===== src/design/rpis_pkg.sv =====
// ---------------------------------------------------------------------------
// rpis_pkg: shared types and constants for read pair insert statistics
// Field widths, register indexes, vote codes and the queue entry layout.
// ---------------------------------------------------------------------------
package rpis_pkg;

   // field widths
   localparam int QUAL_W       = 8;
   localparam int LIMIT_W      = 31;
   localparam int ID_W         = 32;
   localparam int POS_W        = 32;
   localparam int LEN_W        = 16;
   localparam int INSERT_W     = 31;
   localparam int MAX_EST_W    = 31;
   localparam int MIN_EST_W    = 18;
   localparam int PAIRS_W      = 32;
   localparam int INSERT_SUM_W = 64;
   localparam int LENGTH_SUM_W = 48;
   localparam int VOTE_W       = 33;

   // divider numerator covers twice the insert sum
   localparam int DIV_NUM_W    = INSERT_SUM_W + 1;

   // front to back queue, power of two depth
   localparam int QUEUE_DEPTH  = 4;

   // configuration port
   localparam int CSR_ADDR_W   = 3;
   localparam int CSR_DATA_W   = 32;
   localparam logic CSR_IDX_QUALITY = 1'b0;
   localparam logic CSR_IDX_LIMIT   = 1'b1;

   localparam logic [QUAL_W-1:0]  QUALITY_RESET   = 8'd0;
   localparam logic [LIMIT_W-1:0] LIMIT_RESET     = 31'd100000;
   localparam logic [LEN_W-1:0]   MIN_READ_LENGTH = 16'd30;

   // signed vote limits
   localparam logic [VOTE_W-1:0]  VOTE_MAX = {1'b0, {(VOTE_W-1){1'b1}}};
   localparam logic [VOTE_W-1:0]  VOTE_MIN = {1'b1, {(VOTE_W-1){1'b0}}};

   // orientation vote of one pair
   typedef enum logic [1:0] {
      VOTE_NONE = 2'd0,
      VOTE_UP   = 2'd1,
      VOTE_DOWN = 2'd2
   } vote_type;

   // one classified record
   typedef struct packed {
      logic                usable;
      logic [INSERT_W-1:0] insert;
      logic [LEN_W-1:0]    length;
      vote_type            vote;
      logic                last;
   } rpis_entry_type;

endpackage


===== src/design/rpis_if.sv =====
// ---------------------------------------------------------------------------
// rpis_if: record and result channels
// Valid/ready channels carrying one aligned-read record or one result.
// ---------------------------------------------------------------------------
interface rpis_req_if import rpis_pkg::*; ();
   logic                    valid;
   logic                    ready;
   logic                    is_mapped;
   logic [QUAL_W-1:0]       map_quality;
   logic signed [ID_W-1:0]  reference_id;
   logic signed [ID_W-1:0]  mate_reference_id;
   logic signed [POS_W-1:0] read_position;
   logic signed [POS_W-1:0] mate_position;
   logic [LEN_W-1:0]        read_length;
   logic                    read_reverse;
   logic                    mate_reverse;
   logic                    last_record;

   modport source (
      output valid, is_mapped, map_quality, reference_id, mate_reference_id,
             read_position, mate_position, read_length, read_reverse,
             mate_reverse, last_record,
      input  ready
   );
   modport sink (
      input  valid, is_mapped, map_quality, reference_id, mate_reference_id,
             read_position, mate_position, read_length, read_reverse,
             mate_reverse, last_record,
      output ready
   );
endinterface

interface rpis_rsp_if import rpis_pkg::*; ();
   logic                 valid;
   logic                 ready;
   logic [MAX_EST_W-1:0] max_insert_estimate;
   logic [MIN_EST_W-1:0] min_insert_estimate;
   logic                 is_outtie;
   logic [PAIRS_W-1:0]   pairs_used;

   modport source (
      output valid, max_insert_estimate, min_insert_estimate, is_outtie,
             pairs_used,
      input  ready
   );
   modport sink (
      input  valid, max_insert_estimate, min_insert_estimate, is_outtie,
             pairs_used,
      output ready
   );
endinterface


===== src/design/rpis_front.sv =====
// ---------------------------------------------------------------------------
// rpis_front: record intake and pair filter
// Accepts a record beat, applies the pair filter and pushes the classified
// entry into the queue.
// ---------------------------------------------------------------------------
module rpis_front import rpis_pkg::*; (
   rpis_req_if.sink             req_chan,
   input  logic [QUAL_W-1:0]    quality_threshold,
   input  logic [LIMIT_W-1:0]   max_insert_limit,
   input  logic                 q_full,
   output logic                 q_push,
   output rpis_entry_type       q_entry
);

   logic signed [POS_W:0] pos_diff;
   logic [POS_W:0]        insert_full;
   logic                  pos_ok;
   logic                  insert_ok;
   logic                  quality_ok;
   logic                  ref_ok;
   logic                  length_ok;

   // take a beat whenever the queue has room
   assign req_chan.ready = !q_full;
   assign q_push         = req_chan.valid && !q_full;

   // filter terms
   always_comb begin
      pos_diff    = $signed({req_chan.mate_position[POS_W-1], req_chan.mate_position})
                  - $signed({req_chan.read_position[POS_W-1], req_chan.read_position});
      pos_ok      = !pos_diff[POS_W];
      insert_full = {1'b0, pos_diff[POS_W-1:0]} + (POS_W+1)'(1);
      insert_ok   = insert_full < {{(POS_W+1-LIMIT_W){1'b0}}, max_insert_limit};
      quality_ok  = req_chan.map_quality > quality_threshold;
      ref_ok      = req_chan.reference_id == req_chan.mate_reference_id;
      length_ok   = req_chan.read_length > MIN_READ_LENGTH;
   end

   // classified entry
   always_comb begin
      q_entry.usable = req_chan.is_mapped && quality_ok && ref_ok && pos_ok
                     && insert_ok && length_ok;
      q_entry.insert = insert_full[INSERT_W-1:0];
      q_entry.length = req_chan.read_length;
      q_entry.last   = req_chan.last_record;
      priority if (req_chan.read_reverse && !req_chan.mate_reverse) begin
         q_entry.vote = VOTE_UP;
      end else if (!req_chan.read_reverse && req_chan.mate_reverse) begin
         q_entry.vote = VOTE_DOWN;
      end else begin
         q_entry.vote = VOTE_NONE;
      end
   end

endmodule


===== src/design/rpis_queue.sv =====
// ---------------------------------------------------------------------------
// rpis_queue: classified entry queue
// Small register queue that decouples the filter from the accumulator.
// ---------------------------------------------------------------------------
module rpis_queue import rpis_pkg::*; (
   input  logic           clock,
   input  logic           reset,
   input  logic           q_push,
   input  rpis_entry_type q_entry,
   input  logic           q_pop,
   output rpis_entry_type q_head,
   output logic           q_full,
   output logic           q_empty
);

   localparam int PTR_W = $clog2(QUEUE_DEPTH);
   localparam logic [PTR_W:0] DEPTH_CNT = (PTR_W+1)'(QUEUE_DEPTH);

   rpis_entry_type   slot_ff [QUEUE_DEPTH];
   logic [PTR_W-1:0] wr_ptr_ff;
   logic [PTR_W-1:0] wr_ptr_in;
   logic [PTR_W-1:0] rd_ptr_ff;
   logic [PTR_W-1:0] rd_ptr_in;
   logic [PTR_W:0]   fill_ff;
   logic [PTR_W:0]   fill_in;

   assign q_full  = fill_ff == DEPTH_CNT;
   assign q_empty = fill_ff == '0;
   assign q_head  = slot_ff[rd_ptr_ff];

   // pointer and fill update, pointers wrap at the depth
   always_comb begin
      wr_ptr_in = q_push ? wr_ptr_ff + PTR_W'(1) : wr_ptr_ff;
      rd_ptr_in = q_pop  ? rd_ptr_ff + PTR_W'(1) : rd_ptr_ff;
      fill_in   = fill_ff;
      if (q_push && !q_pop) begin
         fill_in = fill_ff + (PTR_W+1)'(1);
      end else if (!q_push && q_pop) begin
         fill_in = fill_ff - (PTR_W+1)'(1);
      end
   end

   always_ff @(posedge clock) begin
      if (reset) begin
         wr_ptr_ff <= '0;
         rd_ptr_ff <= '0;
         fill_ff   <= '0;
      end else begin
         wr_ptr_ff <= wr_ptr_in;
         rd_ptr_ff <= rd_ptr_in;
         fill_ff   <= fill_in;
      end
   end

   // entry storage
   always_ff @(posedge clock) begin
      if (q_push) begin
         slot_ff[wr_ptr_ff] <= q_entry;
      end
   end

endmodule


===== src/design/rpis_div.sv =====
// ---------------------------------------------------------------------------
// rpis_div: iterative unsigned divider
// Restoring division, one quotient bit per cycle over the full numerator.
// ---------------------------------------------------------------------------
module rpis_div import rpis_pkg::*; #(
   parameter int DEN_W = 32
) (
   input  logic                 clock,
   input  logic                 reset,
   input  logic                 start,
   input  logic [DIV_NUM_W-1:0] numerator,
   input  logic [DEN_W-1:0]     denominator,
   output logic                 done,
   output logic [DIV_NUM_W-1:0] quotient
);

   localparam int STEP_W = $clog2(DIV_NUM_W + 1);
   localparam logic [STEP_W-1:0] STEP_LAST  = STEP_W'(1);
   localparam logic [STEP_W-1:0] STEP_COUNT = STEP_W'(DIV_NUM_W);

   logic [DEN_W-1:0]     rem_ff;
   logic [DEN_W-1:0]     rem_in;
   logic [DIV_NUM_W-1:0] quo_ff;
   logic [DIV_NUM_W-1:0] quo_in;
   logic [DEN_W-1:0]     den_ff;
   logic [DEN_W-1:0]     den_in;
   logic [STEP_W-1:0]    step_ff;
   logic [STEP_W-1:0]    step_in;
   logic                 busy_ff;
   logic                 busy_in;
   logic                 done_ff;
   logic                 done_in;
   logic [DEN_W:0]       shifted;
   logic [DEN_W+1:0]     trial;
   logic                 fits;

   assign done     = done_ff;
   assign quotient = quo_ff;

   // one trial subtraction per cycle
   always_comb begin
      shifted = {rem_ff, quo_ff[DIV_NUM_W-1]};
      trial   = {1'b0, shifted} - {2'b0, den_ff};
      fits    = !trial[DEN_W+1];
   end

   always_comb begin
      rem_in  = rem_ff;
      quo_in  = quo_ff;
      den_in  = den_ff;
      step_in = step_ff;
      busy_in = busy_ff;
      done_in = 1'b0;
      if (start) begin
         rem_in  = '0;
         quo_in  = numerator;
         den_in  = denominator;
         step_in = STEP_COUNT;
         busy_in = 1'b1;
      end else if (busy_ff) begin
         rem_in  = fits ? trial[DEN_W-1:0] : shifted[DEN_W-1:0];
         quo_in  = {quo_ff[DIV_NUM_W-2:0], fits};
         step_in = step_ff - STEP_W'(1);
         if (step_ff == STEP_LAST) begin
            busy_in = 1'b0;
            done_in = 1'b1;
         end
      end
   end

   always_ff @(posedge clock) begin
      if (reset) begin
         busy_ff <= 1'b0;
         done_ff <= 1'b0;
         step_ff <= '0;
      end else begin
         busy_ff <= busy_in;
         done_ff <= done_in;
         step_ff <= step_in;
      end
   end

   // datapath
   always_ff @(posedge clock) begin
      rem_ff <= rem_in;
      quo_ff <= quo_in;
      den_ff <= den_in;
   end

endmodule


===== src/design/rpis_back.sv =====
// ---------------------------------------------------------------------------
// rpis_back: pair accumulator and result builder
// Pops classified entries, keeps saturating sums, count and vote; on the last
// record runs both divisions if a pair was used and loads the result register.
// ---------------------------------------------------------------------------
module rpis_back import rpis_pkg::*; #(
   parameter int COUNT_BITS = 32
) (
   input  logic           clock,
   input  logic           reset,
   input  rpis_entry_type q_head,
   input  logic           q_empty,
   output logic           q_pop,
   rpis_rsp_if.source     rsp_chan
);

   localparam logic [2:0] ST_ACC     = 3'd0;
   localparam logic [2:0] ST_START   = 3'd1;
   localparam logic [2:0] ST_DIV_MAX = 3'd2;
   localparam logic [2:0] ST_DIV_MIN = 3'd3;
   localparam logic [2:0] ST_OUT     = 3'd4;

   localparam int LEN3_W = LENGTH_SUM_W + 2;

   logic [2:0]              state_ff;
   logic [2:0]              state_in;
   logic [INSERT_SUM_W-1:0] insert_sum_ff;
   logic [INSERT_SUM_W-1:0] insert_sum_in;
   logic [LENGTH_SUM_W-1:0] length_sum_ff;
   logic [LENGTH_SUM_W-1:0] length_sum_in;
   logic [COUNT_BITS-1:0]   count_ff;
   logic [COUNT_BITS-1:0]   count_in;
   logic [VOTE_W-1:0]       vote_ff;
   logic [VOTE_W-1:0]       vote_in;
   logic [MAX_EST_W-1:0]    max_est_ff;
   logic [MAX_EST_W-1:0]    max_est_in;
   logic [MIN_EST_W-1:0]    min_est_ff;
   logic [MIN_EST_W-1:0]    min_est_in;
   logic                    out_valid_ff;
   logic                    out_valid_in;
   logic [MAX_EST_W-1:0]    out_max_ff;
   logic [MAX_EST_W-1:0]    out_max_in;
   logic [MIN_EST_W-1:0]    out_min_ff;
   logic [MIN_EST_W-1:0]    out_min_in;
   logic                    out_outtie_ff;
   logic                    out_outtie_in;
   logic [PAIRS_W-1:0]      out_pairs_ff;
   logic [PAIRS_W-1:0]      out_pairs_in;

   logic                    take;
   logic [INSERT_SUM_W:0]   insert_add;
   logic [LENGTH_SUM_W:0]   length_add;
   logic [LEN3_W-1:0]       length3;
   logic [63:0]             count_wide;
   logic                    div_start;
   logic [DIV_NUM_W-1:0]    div_num;
   logic                    div_done;
   logic [DIV_NUM_W-1:0]    div_quo;
   logic                    load_out;

   // shared divider for both estimates
   rpis_div #(
      .DEN_W (COUNT_BITS)
   ) u_div (
      .clock       (clock),
      .reset       (reset),
      .start       (div_start),
      .numerator   (div_num),
      .denominator (count_ff),
      .done        (div_done),
      .quotient    (div_quo)
   );

   // result channel
   assign rsp_chan.valid               = out_valid_ff;
   assign rsp_chan.max_insert_estimate = out_max_ff;
   assign rsp_chan.min_insert_estimate = out_min_ff;
   assign rsp_chan.is_outtie           = out_outtie_ff;
   assign rsp_chan.pairs_used          = out_pairs_ff;

   // accumulator adders and numerators
   always_comb begin
      take       = q_head.usable && !(&count_ff);
      insert_add = {1'b0, insert_sum_ff}
                 + {{(INSERT_SUM_W+1-INSERT_W){1'b0}}, q_head.insert};
      length_add = {1'b0, length_sum_ff}
                 + {{(LENGTH_SUM_W+1-LEN_W){1'b0}}, q_head.length};
      length3    = {1'b0, length_sum_ff, 1'b0} + {2'b0, length_sum_ff};
      count_wide = 64'(count_ff);
      load_out   = !out_valid_ff || rsp_chan.ready;
   end

   // sequencer
   always_comb begin
      state_in      = state_ff;
      insert_sum_in = insert_sum_ff;
      length_sum_in = length_sum_ff;
      count_in      = count_ff;
      vote_in       = vote_ff;
      max_est_in    = max_est_ff;
      min_est_in    = min_est_ff;
      out_valid_in  = out_valid_ff && !rsp_chan.ready;
      out_max_in    = out_max_ff;
      out_min_in    = out_min_ff;
      out_outtie_in = out_outtie_ff;
      out_pairs_in  = out_pairs_ff;
      q_pop         = 1'b0;
      div_start     = 1'b0;
      div_num       = {insert_sum_ff, 1'b0};

      unique case (state_ff)
         ST_ACC: begin
            if (!q_empty) begin
               q_pop = 1'b1;
               if (take) begin
                  insert_sum_in = insert_add[INSERT_SUM_W] ? '1
                                : insert_add[INSERT_SUM_W-1:0];
                  length_sum_in = length_add[LENGTH_SUM_W] ? '1
                                : length_add[LENGTH_SUM_W-1:0];
                  count_in      = count_ff + COUNT_BITS'(1);
                  unique case (q_head.vote)
                     VOTE_UP: begin
                        if (vote_ff != VOTE_MAX) begin
                           vote_in = vote_ff + VOTE_W'(1);
                        end
                     end
                     VOTE_DOWN: begin
                        if (vote_ff != VOTE_MIN) begin
                           vote_in = vote_ff - VOTE_W'(1);
                        end
                     end
                     default: begin
                        vote_in = vote_ff;
                     end
                  endcase
               end
               if (q_head.last) begin
                  state_in = ST_START;
               end
            end
         end
         ST_START: begin
            if (count_ff == '0) begin
               max_est_in = '0;
               min_est_in = '0;
               state_in   = ST_OUT;
            end else begin
               div_start = 1'b1;
               div_num   = {insert_sum_ff, 1'b0};
               state_in  = ST_DIV_MAX;
            end
         end
         ST_DIV_MAX: begin
            if (div_done) begin
               max_est_in = (|div_quo[DIV_NUM_W-1:MAX_EST_W]) ? '1
                          : div_quo[MAX_EST_W-1:0];
               div_start  = 1'b1;
               div_num    = {{(DIV_NUM_W-LEN3_W){1'b0}}, length3};
               state_in   = ST_DIV_MIN;
            end
         end
         ST_DIV_MIN: begin
            if (div_done) begin
               min_est_in = (|div_quo[DIV_NUM_W-1:MIN_EST_W]) ? '1
                          : div_quo[MIN_EST_W-1:0];
               state_in   = ST_OUT;
            end
         end
         ST_OUT: begin
            if (load_out) begin
               out_valid_in  = 1'b1;
               out_max_in    = max_est_ff;
               out_min_in    = min_est_ff;
               out_outtie_in = !vote_ff[VOTE_W-1] && (vote_ff != '0);
               out_pairs_in  = (count_wide > 64'h0000_0000_FFFF_FFFF) ? '1
                             : count_wide[PAIRS_W-1:0];
               insert_sum_in = '0;
               length_sum_in = '0;
               count_in      = '0;
               vote_in       = '0;
               state_in      = ST_ACC;
            end
         end
         default: begin
            state_in = ST_ACC;
         end
      endcase
   end

   // control and accumulator state
   always_ff @(posedge clock) begin
      if (reset) begin
         state_ff      <= ST_ACC;
         out_valid_ff  <= 1'b0;
         insert_sum_ff <= '0;
         length_sum_ff <= '0;
         count_ff      <= '0;
         vote_ff       <= '0;
      end else begin
         state_ff      <= state_in;
         out_valid_ff  <= out_valid_in;
         insert_sum_ff <= insert_sum_in;
         length_sum_ff <= length_sum_in;
         count_ff      <= count_in;
         vote_ff       <= vote_in;
      end
   end

   // estimates and result payload
   always_ff @(posedge clock) begin
      max_est_ff    <= max_est_in;
      min_est_ff    <= min_est_in;
      out_max_ff    <= out_max_in;
      out_min_ff    <= out_min_in;
      out_outtie_ff <= out_outtie_in;
      out_pairs_ff  <= out_pairs_in;
   end

endmodule


===== src/design/read_pair_insert_statistics.sv =====
// ---------------------------------------------------------------------------
// read_pair_insert_statistics: insert size statistics over aligned read pairs
// Records are accepted at one per cycle while the queue has room; up to four
// wait while the back is busy. The last record of a batch yields one result
// from two 65-step divisions in the shared divider.
// A batch with no usable pair skips the divisions.
// Reset clears the sums, count, vote and queue and restores register defaults.
// ---------------------------------------------------------------------------
module read_pair_insert_statistics import rpis_pkg::*; #(
   parameter int COUNT_BITS = 32
) (
   input  logic                  clock,
   input  logic                  reset,
   rpis_req_if.sink              req_chan,
   rpis_rsp_if.source            rsp_chan,
   input  logic                  psel,
   input  logic                  penable,
   input  logic                  pwrite,
   input  logic [CSR_ADDR_W-1:0] paddr,
   input  logic [CSR_DATA_W-1:0] pwdata,
   output logic [CSR_DATA_W-1:0] prdata,
   output logic                  pready
);

   logic [QUAL_W-1:0]  quality_threshold_ff;
   logic [QUAL_W-1:0]  quality_threshold_in;
   logic [LIMIT_W-1:0] max_insert_limit_ff;
   logic [LIMIT_W-1:0] max_insert_limit_in;
   logic               csr_write;

   logic               q_push;
   logic               q_pop;
   logic               q_full;
   logic               q_empty;
   rpis_entry_type     q_entry;
   rpis_entry_type     q_head;

   // configuration registers
   assign pready    = 1'b1;
   assign csr_write = psel && penable && pwrite;

   always_comb begin
      quality_threshold_in = quality_threshold_ff;
      max_insert_limit_in  = max_insert_limit_ff;
      if (csr_write) begin
         unique case (paddr[2])
            CSR_IDX_QUALITY: quality_threshold_in = pwdata[QUAL_W-1:0];
            CSR_IDX_LIMIT:   max_insert_limit_in  = pwdata[LIMIT_W-1:0];
         endcase
      end
   end

   always_comb begin
      unique case (paddr[2])
         CSR_IDX_QUALITY: prdata = {{(CSR_DATA_W-QUAL_W){1'b0}}, quality_threshold_ff};
         CSR_IDX_LIMIT:   prdata = {{(CSR_DATA_W-LIMIT_W){1'b0}}, max_insert_limit_ff};
      endcase
   end

   always_ff @(posedge clock) begin
      if (reset) begin
         quality_threshold_ff <= QUALITY_RESET;
         max_insert_limit_ff  <= LIMIT_RESET;
      end else begin
         quality_threshold_ff <= quality_threshold_in;
         max_insert_limit_ff  <= max_insert_limit_in;
      end
   end

   // filter front
   rpis_front u_front (
      .req_chan          (req_chan),
      .quality_threshold (quality_threshold_ff),
      .max_insert_limit  (max_insert_limit_ff),
      .q_full            (q_full),
      .q_push            (q_push),
      .q_entry           (q_entry)
   );

   // decoupling queue
   rpis_queue u_queue (
      .clock   (clock),
      .reset   (reset),
      .q_push  (q_push),
      .q_entry (q_entry),
      .q_pop   (q_pop),
      .q_head  (q_head),
      .q_full  (q_full),
      .q_empty (q_empty)
   );

   // accumulator and result back end
   rpis_back #(
      .COUNT_BITS (COUNT_BITS)
   ) u_back (
      .clock    (clock),
      .reset    (reset),
      .q_head   (q_head),
      .q_empty  (q_empty),
      .q_pop    (q_pop),
      .rsp_chan (rsp_chan)
   );

   // checks
   a_push_room: assert property (@(posedge clock) disable iff (reset)
      q_push |-> !q_full)
      else $error("queue push while full");

   a_pop_data: assert property (@(posedge clock) disable iff (reset)
      q_pop |-> !q_empty)
      else $error("queue pop while empty");

   a_last_stalls: assert property (@(posedge clock) disable iff (reset)
      q_pop && q_head.last |=> !q_pop)
      else $error("queue pop right after last record");

endmodule

===== src/flat_wrapper.sv =====
// flat-port wrapper written by rule: the top's interface ports become plain ports
module read_pair_insert_statistics_flat import rpis_pkg::*;
#(
   parameter int COUNT_BITS = 32
)
  (clock, reset, psel, penable, pwrite, paddr, pwdata, prdata, pready, req_chan_valid, req_chan_is_mapped, req_chan_map_quality, req_chan_reference_id, req_chan_mate_reference_id, req_chan_read_position, req_chan_mate_position, req_chan_read_length, req_chan_read_reverse, req_chan_mate_reverse, req_chan_last_record, req_chan_ready, rsp_chan_valid, rsp_chan_max_insert_estimate, rsp_chan_min_insert_estimate, rsp_chan_is_outtie, rsp_chan_pairs_used, rsp_chan_ready);
  rpis_req_if req_chan_i ();
  rpis_rsp_if rsp_chan_i ();
  input  logic clock;
  input  logic reset;
  input  logic psel;
  input  logic penable;
  input  logic pwrite;
  input  logic [CSR_ADDR_W-1:0] paddr;
  input  logic [CSR_DATA_W-1:0] pwdata;
  output logic [CSR_DATA_W-1:0] prdata;
  output logic pready;
  input wire logic [$bits(req_chan_i.valid)-1:0] req_chan_valid;
  input wire logic [$bits(req_chan_i.is_mapped)-1:0] req_chan_is_mapped;
  input wire logic [$bits(req_chan_i.map_quality)-1:0] req_chan_map_quality;
  input wire logic [$bits(req_chan_i.reference_id)-1:0] req_chan_reference_id;
  input wire logic [$bits(req_chan_i.mate_reference_id)-1:0] req_chan_mate_reference_id;
  input wire logic [$bits(req_chan_i.read_position)-1:0] req_chan_read_position;
  input wire logic [$bits(req_chan_i.mate_position)-1:0] req_chan_mate_position;
  input wire logic [$bits(req_chan_i.read_length)-1:0] req_chan_read_length;
  input wire logic [$bits(req_chan_i.read_reverse)-1:0] req_chan_read_reverse;
  input wire logic [$bits(req_chan_i.mate_reverse)-1:0] req_chan_mate_reverse;
  input wire logic [$bits(req_chan_i.last_record)-1:0] req_chan_last_record;
  output wire logic [$bits(req_chan_i.ready)-1:0] req_chan_ready;
  output wire logic [$bits(rsp_chan_i.valid)-1:0] rsp_chan_valid;
  output wire logic [$bits(rsp_chan_i.max_insert_estimate)-1:0] rsp_chan_max_insert_estimate;
  output wire logic [$bits(rsp_chan_i.min_insert_estimate)-1:0] rsp_chan_min_insert_estimate;
  output wire logic [$bits(rsp_chan_i.is_outtie)-1:0] rsp_chan_is_outtie;
  output wire logic [$bits(rsp_chan_i.pairs_used)-1:0] rsp_chan_pairs_used;
  input wire logic [$bits(rsp_chan_i.ready)-1:0] rsp_chan_ready;
  assign req_chan_i.valid = req_chan_valid;
  assign req_chan_i.is_mapped = req_chan_is_mapped;
  assign req_chan_i.map_quality = req_chan_map_quality;
  assign req_chan_i.reference_id = req_chan_reference_id;
  assign req_chan_i.mate_reference_id = req_chan_mate_reference_id;
  assign req_chan_i.read_position = req_chan_read_position;
  assign req_chan_i.mate_position = req_chan_mate_position;
  assign req_chan_i.read_length = req_chan_read_length;
  assign req_chan_i.read_reverse = req_chan_read_reverse;
  assign req_chan_i.mate_reverse = req_chan_mate_reverse;
  assign req_chan_i.last_record = req_chan_last_record;
  assign req_chan_ready = req_chan_i.ready;
  assign rsp_chan_valid = rsp_chan_i.valid;
  assign rsp_chan_max_insert_estimate = rsp_chan_i.max_insert_estimate;
  assign rsp_chan_min_insert_estimate = rsp_chan_i.min_insert_estimate;
  assign rsp_chan_is_outtie = rsp_chan_i.is_outtie;
  assign rsp_chan_pairs_used = rsp_chan_i.pairs_used;
  assign rsp_chan_i.ready = rsp_chan_ready;
  read_pair_insert_statistics #(.COUNT_BITS(COUNT_BITS)) u_core (.clock(clock), .reset(reset), .req_chan(req_chan_i), .rsp_chan(rsp_chan_i), .psel(psel), .penable(penable), .pwrite(pwrite), .paddr(paddr), .pwdata(pwdata), .prdata(prdata), .pready(pready));
endmodule

===== config.mk =====
export PLATFORM = sky130hd
export DESIGN_NAME = read_pair_insert_statistics_flat
export DESIGN_NICKNAME = d
export VERILOG_FILES = /design/src/design/rpis_pkg.sv /design/src/design/rpis_if.sv /design/src/design/rpis_front.sv /design/src/design/rpis_queue.sv /design/src/design/rpis_div.sv /design/src/design/rpis_back.sv /design/src/design/read_pair_insert_statistics.sv /design/src/flat_wrapper.sv
export SDC_FILE = /design/constraint.sdc
export NUM_CORES = 2
export LEC_CHECK = 0
export ABC_AREA = 1
export BUFFER_PORTS_ARGS = -buffer_cell sky130_fd_sc_hd__buf_4
export CAP_MARGIN = 20
export CORE_UTILIZATION = 60
export DETAILED_ROUTE_END_ITERATION = 8
export PLACE_DENSITY = 0.79
export RECOVER_POWER = 25
export SYNTH_ARGS = -nofsm -noshare
export SYNTH_HDL_FRONTEND = slang
export SYNTH_SLANG_ARGS = --single-unit

===== constraint.sdc =====
create_clock -name clock -period 15 [get_ports clock]
set_input_delay 2.25 -clock clock [delete_from_list [all_inputs] [get_ports clock]]
set_output_delay 2.25 -clock clock [all_outputs]
set_load 0.02 [all_outputs]

==> reports/results.ini <==
[clock_tree]
clockRootBuffer = clkbuf_16
cts_buffer_depth = 3
cts_setup_buffers = 0
htreeDepth = 3
cts.sinks = 702
post_cts_resized = 0
cts_tree = built
path_clk_slew_ps = 60
numCtsBuffers = 76
clock_latency_ps = 630
postCtsHoldBufs = 0

[critical_path]
required_ps = 15530
cp-start-kind = register
cp-end-kind = register
ff2ff_setup_slack_ps = 7270
crit_type = register to register
path_max_fanout = 53
arrival_ps = 8260

[routing]
drc = 0
vias_per_cell = 5.834
wl_per_cell_um = 18.28
drtIter0Drc = 3660
wl_um = 122600
postRouteAntennaNets = 0
first_pass_iters = 6
vias = 39130

[synthesis]
ys.flop_type = edfxtp_1
avgSynthCellArea_um2 = 7.875
synth_cells = 5447
ys_types = 74
syn_nets = 5891
synth_area_um2 = 42900
synth_seq_cells = 702
synth_edf_count = 432
yosysSeqAreaShare_pct = 42.84
yosys_warnings = 0
async_reset_ff_share_pct = 0

[global_routing]
antenna_found_initial = 4
grt_pass1_vias = 36900
grt_max_degree = 78
grt.overflow.total = 0
grt.total_usage_pct = 33.11
grt_pass1_wl_um = 194000

[finish]
post-route-util_pct = 68.94
layout-drive-gt1-share_pct = 9.381
final_area_um2 = 48530
final_nets = 6148
area_growth_pct = 13.12
n_antenna_cell = 0

[pwr]
power.leakage_nw = 20.43
ir_drop_mv = 0.1238
totalPowerFinal_mw = 7.389
powerDensity_nw_per_um2 = 152.3

[floorplan]
die_w_um = 269.4
rows = 97
die_height_um = 269.4
ioPinCount = 315
dieArea_um2 = 72570
initial_utilization_pct = 60.94
core-area_um2 = 70390

[hold_path]
min_path_type = register to register

[sta]
fin_ws_ps = 7269
finalSetupTns_ps = 0
finClkSkew_ps = 26.40
setup_viol = 0
max_freq_mhz = 129.4
drv_slew = 214
timing.final.crit_share_pct = 51.54
period_minus_slack_ps = 7731
hold_viol = 0
timing.slew.headroom_pct = -109.5
rsz0062_at_grt = false
tightest_slew_ps = 3142

[placement]
dp_hpwl_um = 92330
portBuffers = 309
place.gp.congestion = 0.9879
dp_slack_ps = 7380
placed_cell_area_um2 = 46050

[status]
status = finished, violations left
violations = capacitance limit, slew limit

[flow_run]
max_cap_viol_count = 5

[area by class of cell]
| type | instances | area, µm² |
|---|---|---|
| sequential | 702 | 18380 |
| fill | 5991 | 21870 |
| tap | 940 | 1176 |
| timing repair buffer | 336 | 2444 |
| clock inverter | 52 | 513.0 |
| clock buffer | 89 | 2054 |
| multi-input combinational | 3864 | 21240 |
| inverter | 724 | 2718 |
[sequential cells by signal (all words and copies together) (netlist names), 31 cells and up, named ones only]
register	flops
u_core.u_back.max_est_ff	31
u_core.u_back.u_div.quotient	65
u_core.u_queue.slot_ff	204
u_core.max_insert_limit_ff	31
u_core.u_back.rsp_chan.pairs_used	32
u_core.u_back.length_sum_ff	48
u_core.u_back.rsp_chan.max_insert_estimate	31
u_core.u_back.count_ff	32
u_core.u_back.insert_sum_ff	64
u_core.u_back.u_div.den_ff	32
u_core.u_back.u_div.rem_ff	32
u_core.u_back.vote_ff	33
[worst paths after layout]
kind	start	end	depth (start not counted)
worst max-delay path	u_core.u_back.count_ff[2]$_SDFFE_PP0P_	u_core.u_back.u_div.rem_ff[31]$_SDFFE_PP0P_	13
worst min-delay path	u_core.u_back.min_est_ff[11]$_SDFFCE_PP0P_	u_core.u_back.rsp_chan.min_insert_estimate[11]$_DFFE_PP_	0
worst max register to register	u_core.u_back.count_ff[2]$_SDFFE_PP0P_	u_core.u_back.u_div.rem_ff[31]$_SDFFE_PP0P_	13
worst min register to register	u_core.u_back.min_est_ff[11]$_SDFFCE_PP0P_	u_core.u_back.rsp_chan.min_insert_estimate[11]$_DFFE_PP_	0
[power breakdown]
| part | internal [mW] | leakage, nW | switching [mW] |
|---|---|---|---|
| Combinational | 0.918 | 13.0 | 1.93 |
| Sequential | 2.42 | 6.17 | 0.192 |
| Clock | 1.13 | 1.25 | 0.801 |
| Total | 4.47 | 20.4 | 2.92 |
[metal layers]
metal / GRT usage [%] / share of wire (%)
met5: 0 / 0.029
met4: 9.779 / 2.6
met3: 4.248 / 7.7
met2: 55.24 / 47
met1: 45.04 / 43
[synth_stat cells (3+ instances only)]
cell          n  area, µm²
buf_1         4      15.01
o311ai_0      3      26.28
a31oi_1      49      306.5
a21o_1       25      187.7
fa_1          7      140.1
dfxtp_1     270       5405
nor2_1      522       1959
nor2_4        4      45.04
a21oi_1     524       2623
nand3b_1     16      120.1
clkbuf_1    126      473.0
o21bai_1     14      105.1
nand2_1    1018       3821
nand3_1     165      825.8
o2111ai_1     3      26.28
inv_1       713       2676
nand4_1      74      462.9
o221ai_1      6      52.55
o21ai_0     556       2783
o211ai_1     29      217.7
a221oi_1      5      43.79
o21ai_1      25      125.1
buf_4         3      22.52
xnor2_1      77      674.4
o21a_1       21      157.7
and3_1        5      31.28
edfxtp_1    432      12970
nand2_2      15      93.84
a21oi_2       5      43.79
a22o_1        5      43.79
buf_2        23      115.1
nand3_2       4      40.04
a211oi_1      7      52.55
o31ai_1      17      127.6
nor3_1       95      475.5
a21boi_0      8      60.06
o21ai_2       3      26.28
nor2_2       10      62.56
o22ai_1      63      394.1
inv_2        10      37.54
nor4_1       65      406.6
or2_2        23      143.9
xor2_1      117       1025
ha_1        239       2990
[critical path: stages (launching register included)]
cell and delay, ps:
dfxtp_1 400, inv_1 240, nand4_1 140, nor4_1 430
nand4_1 470, nand2_1 160, clkbuf_1 1490, inv_2 820
nor2_4 1010, inv_2 560, buf_4 480, nor2_1 890
o21ai_0 240, o21ai_0 270
[stage by stage]
stage,std cells,hold slack [ps]
global route,6707,420.3
CTS,6707,409.7
finish,6707,405.6
global placement,6565,400.8
floorplan,5447,400.3
detailed placement,6566,404.5
[cell usage in the layout, fill, tap and decap left out, types with 6 or more instances in the layout]
cell type / instances
nand2_1: 1017
inv_1: 709
o21ai_0: 556
a21oi_1: 524
nor2_1: 514
edfxtp_1: 432
buf_4: 309
dfxtp_1: 269
ha_1: 239
nand3_1: 164
xor2_1: 117
nor3_1: 95
clkbuf_16: 79
xnor2_1: 77
nand4_1: 74
nor4_1: 65
o22ai_1: 63
a31oi_1: 49
o211ai_1: 29
clkbuf_1: 29
a21o_1: 25
o21ai_1: 25
or2_2: 23
o21a_1: 21
clkinv_1: 18
nand3b_1: 16
o31ai_1: 16
nand2_2: 15
o21bai_1: 14
clkinv_2: 13
nor2_2: 12
inv_2: 12
nor2_4: 10
a21boi_0: 8
bufinv_16: 8
a211oi_1: 7
fa_1: 7
o221ai_1: 6
[cells by family (layout without fill, tap and decap cells)]
logic type | Yosys count | in the layout | synth area share, %
AO/OA/AOI/OAI | 1386 | 1386 | 17.69
XOR/XNOR | 198 | 198 | 4.139
adder cells (fa/ha/maj) | 246 | 246 | 7.298
buffers and inverters | 881 | 1201 | 7.820
flip-flops | 702 | 702 | 42.84
other | 2 | 2 | 0.01751
AND/OR/NAND/NOR | 2032 | 2032 | 20.20
Power figures use the tool's default switching activity.
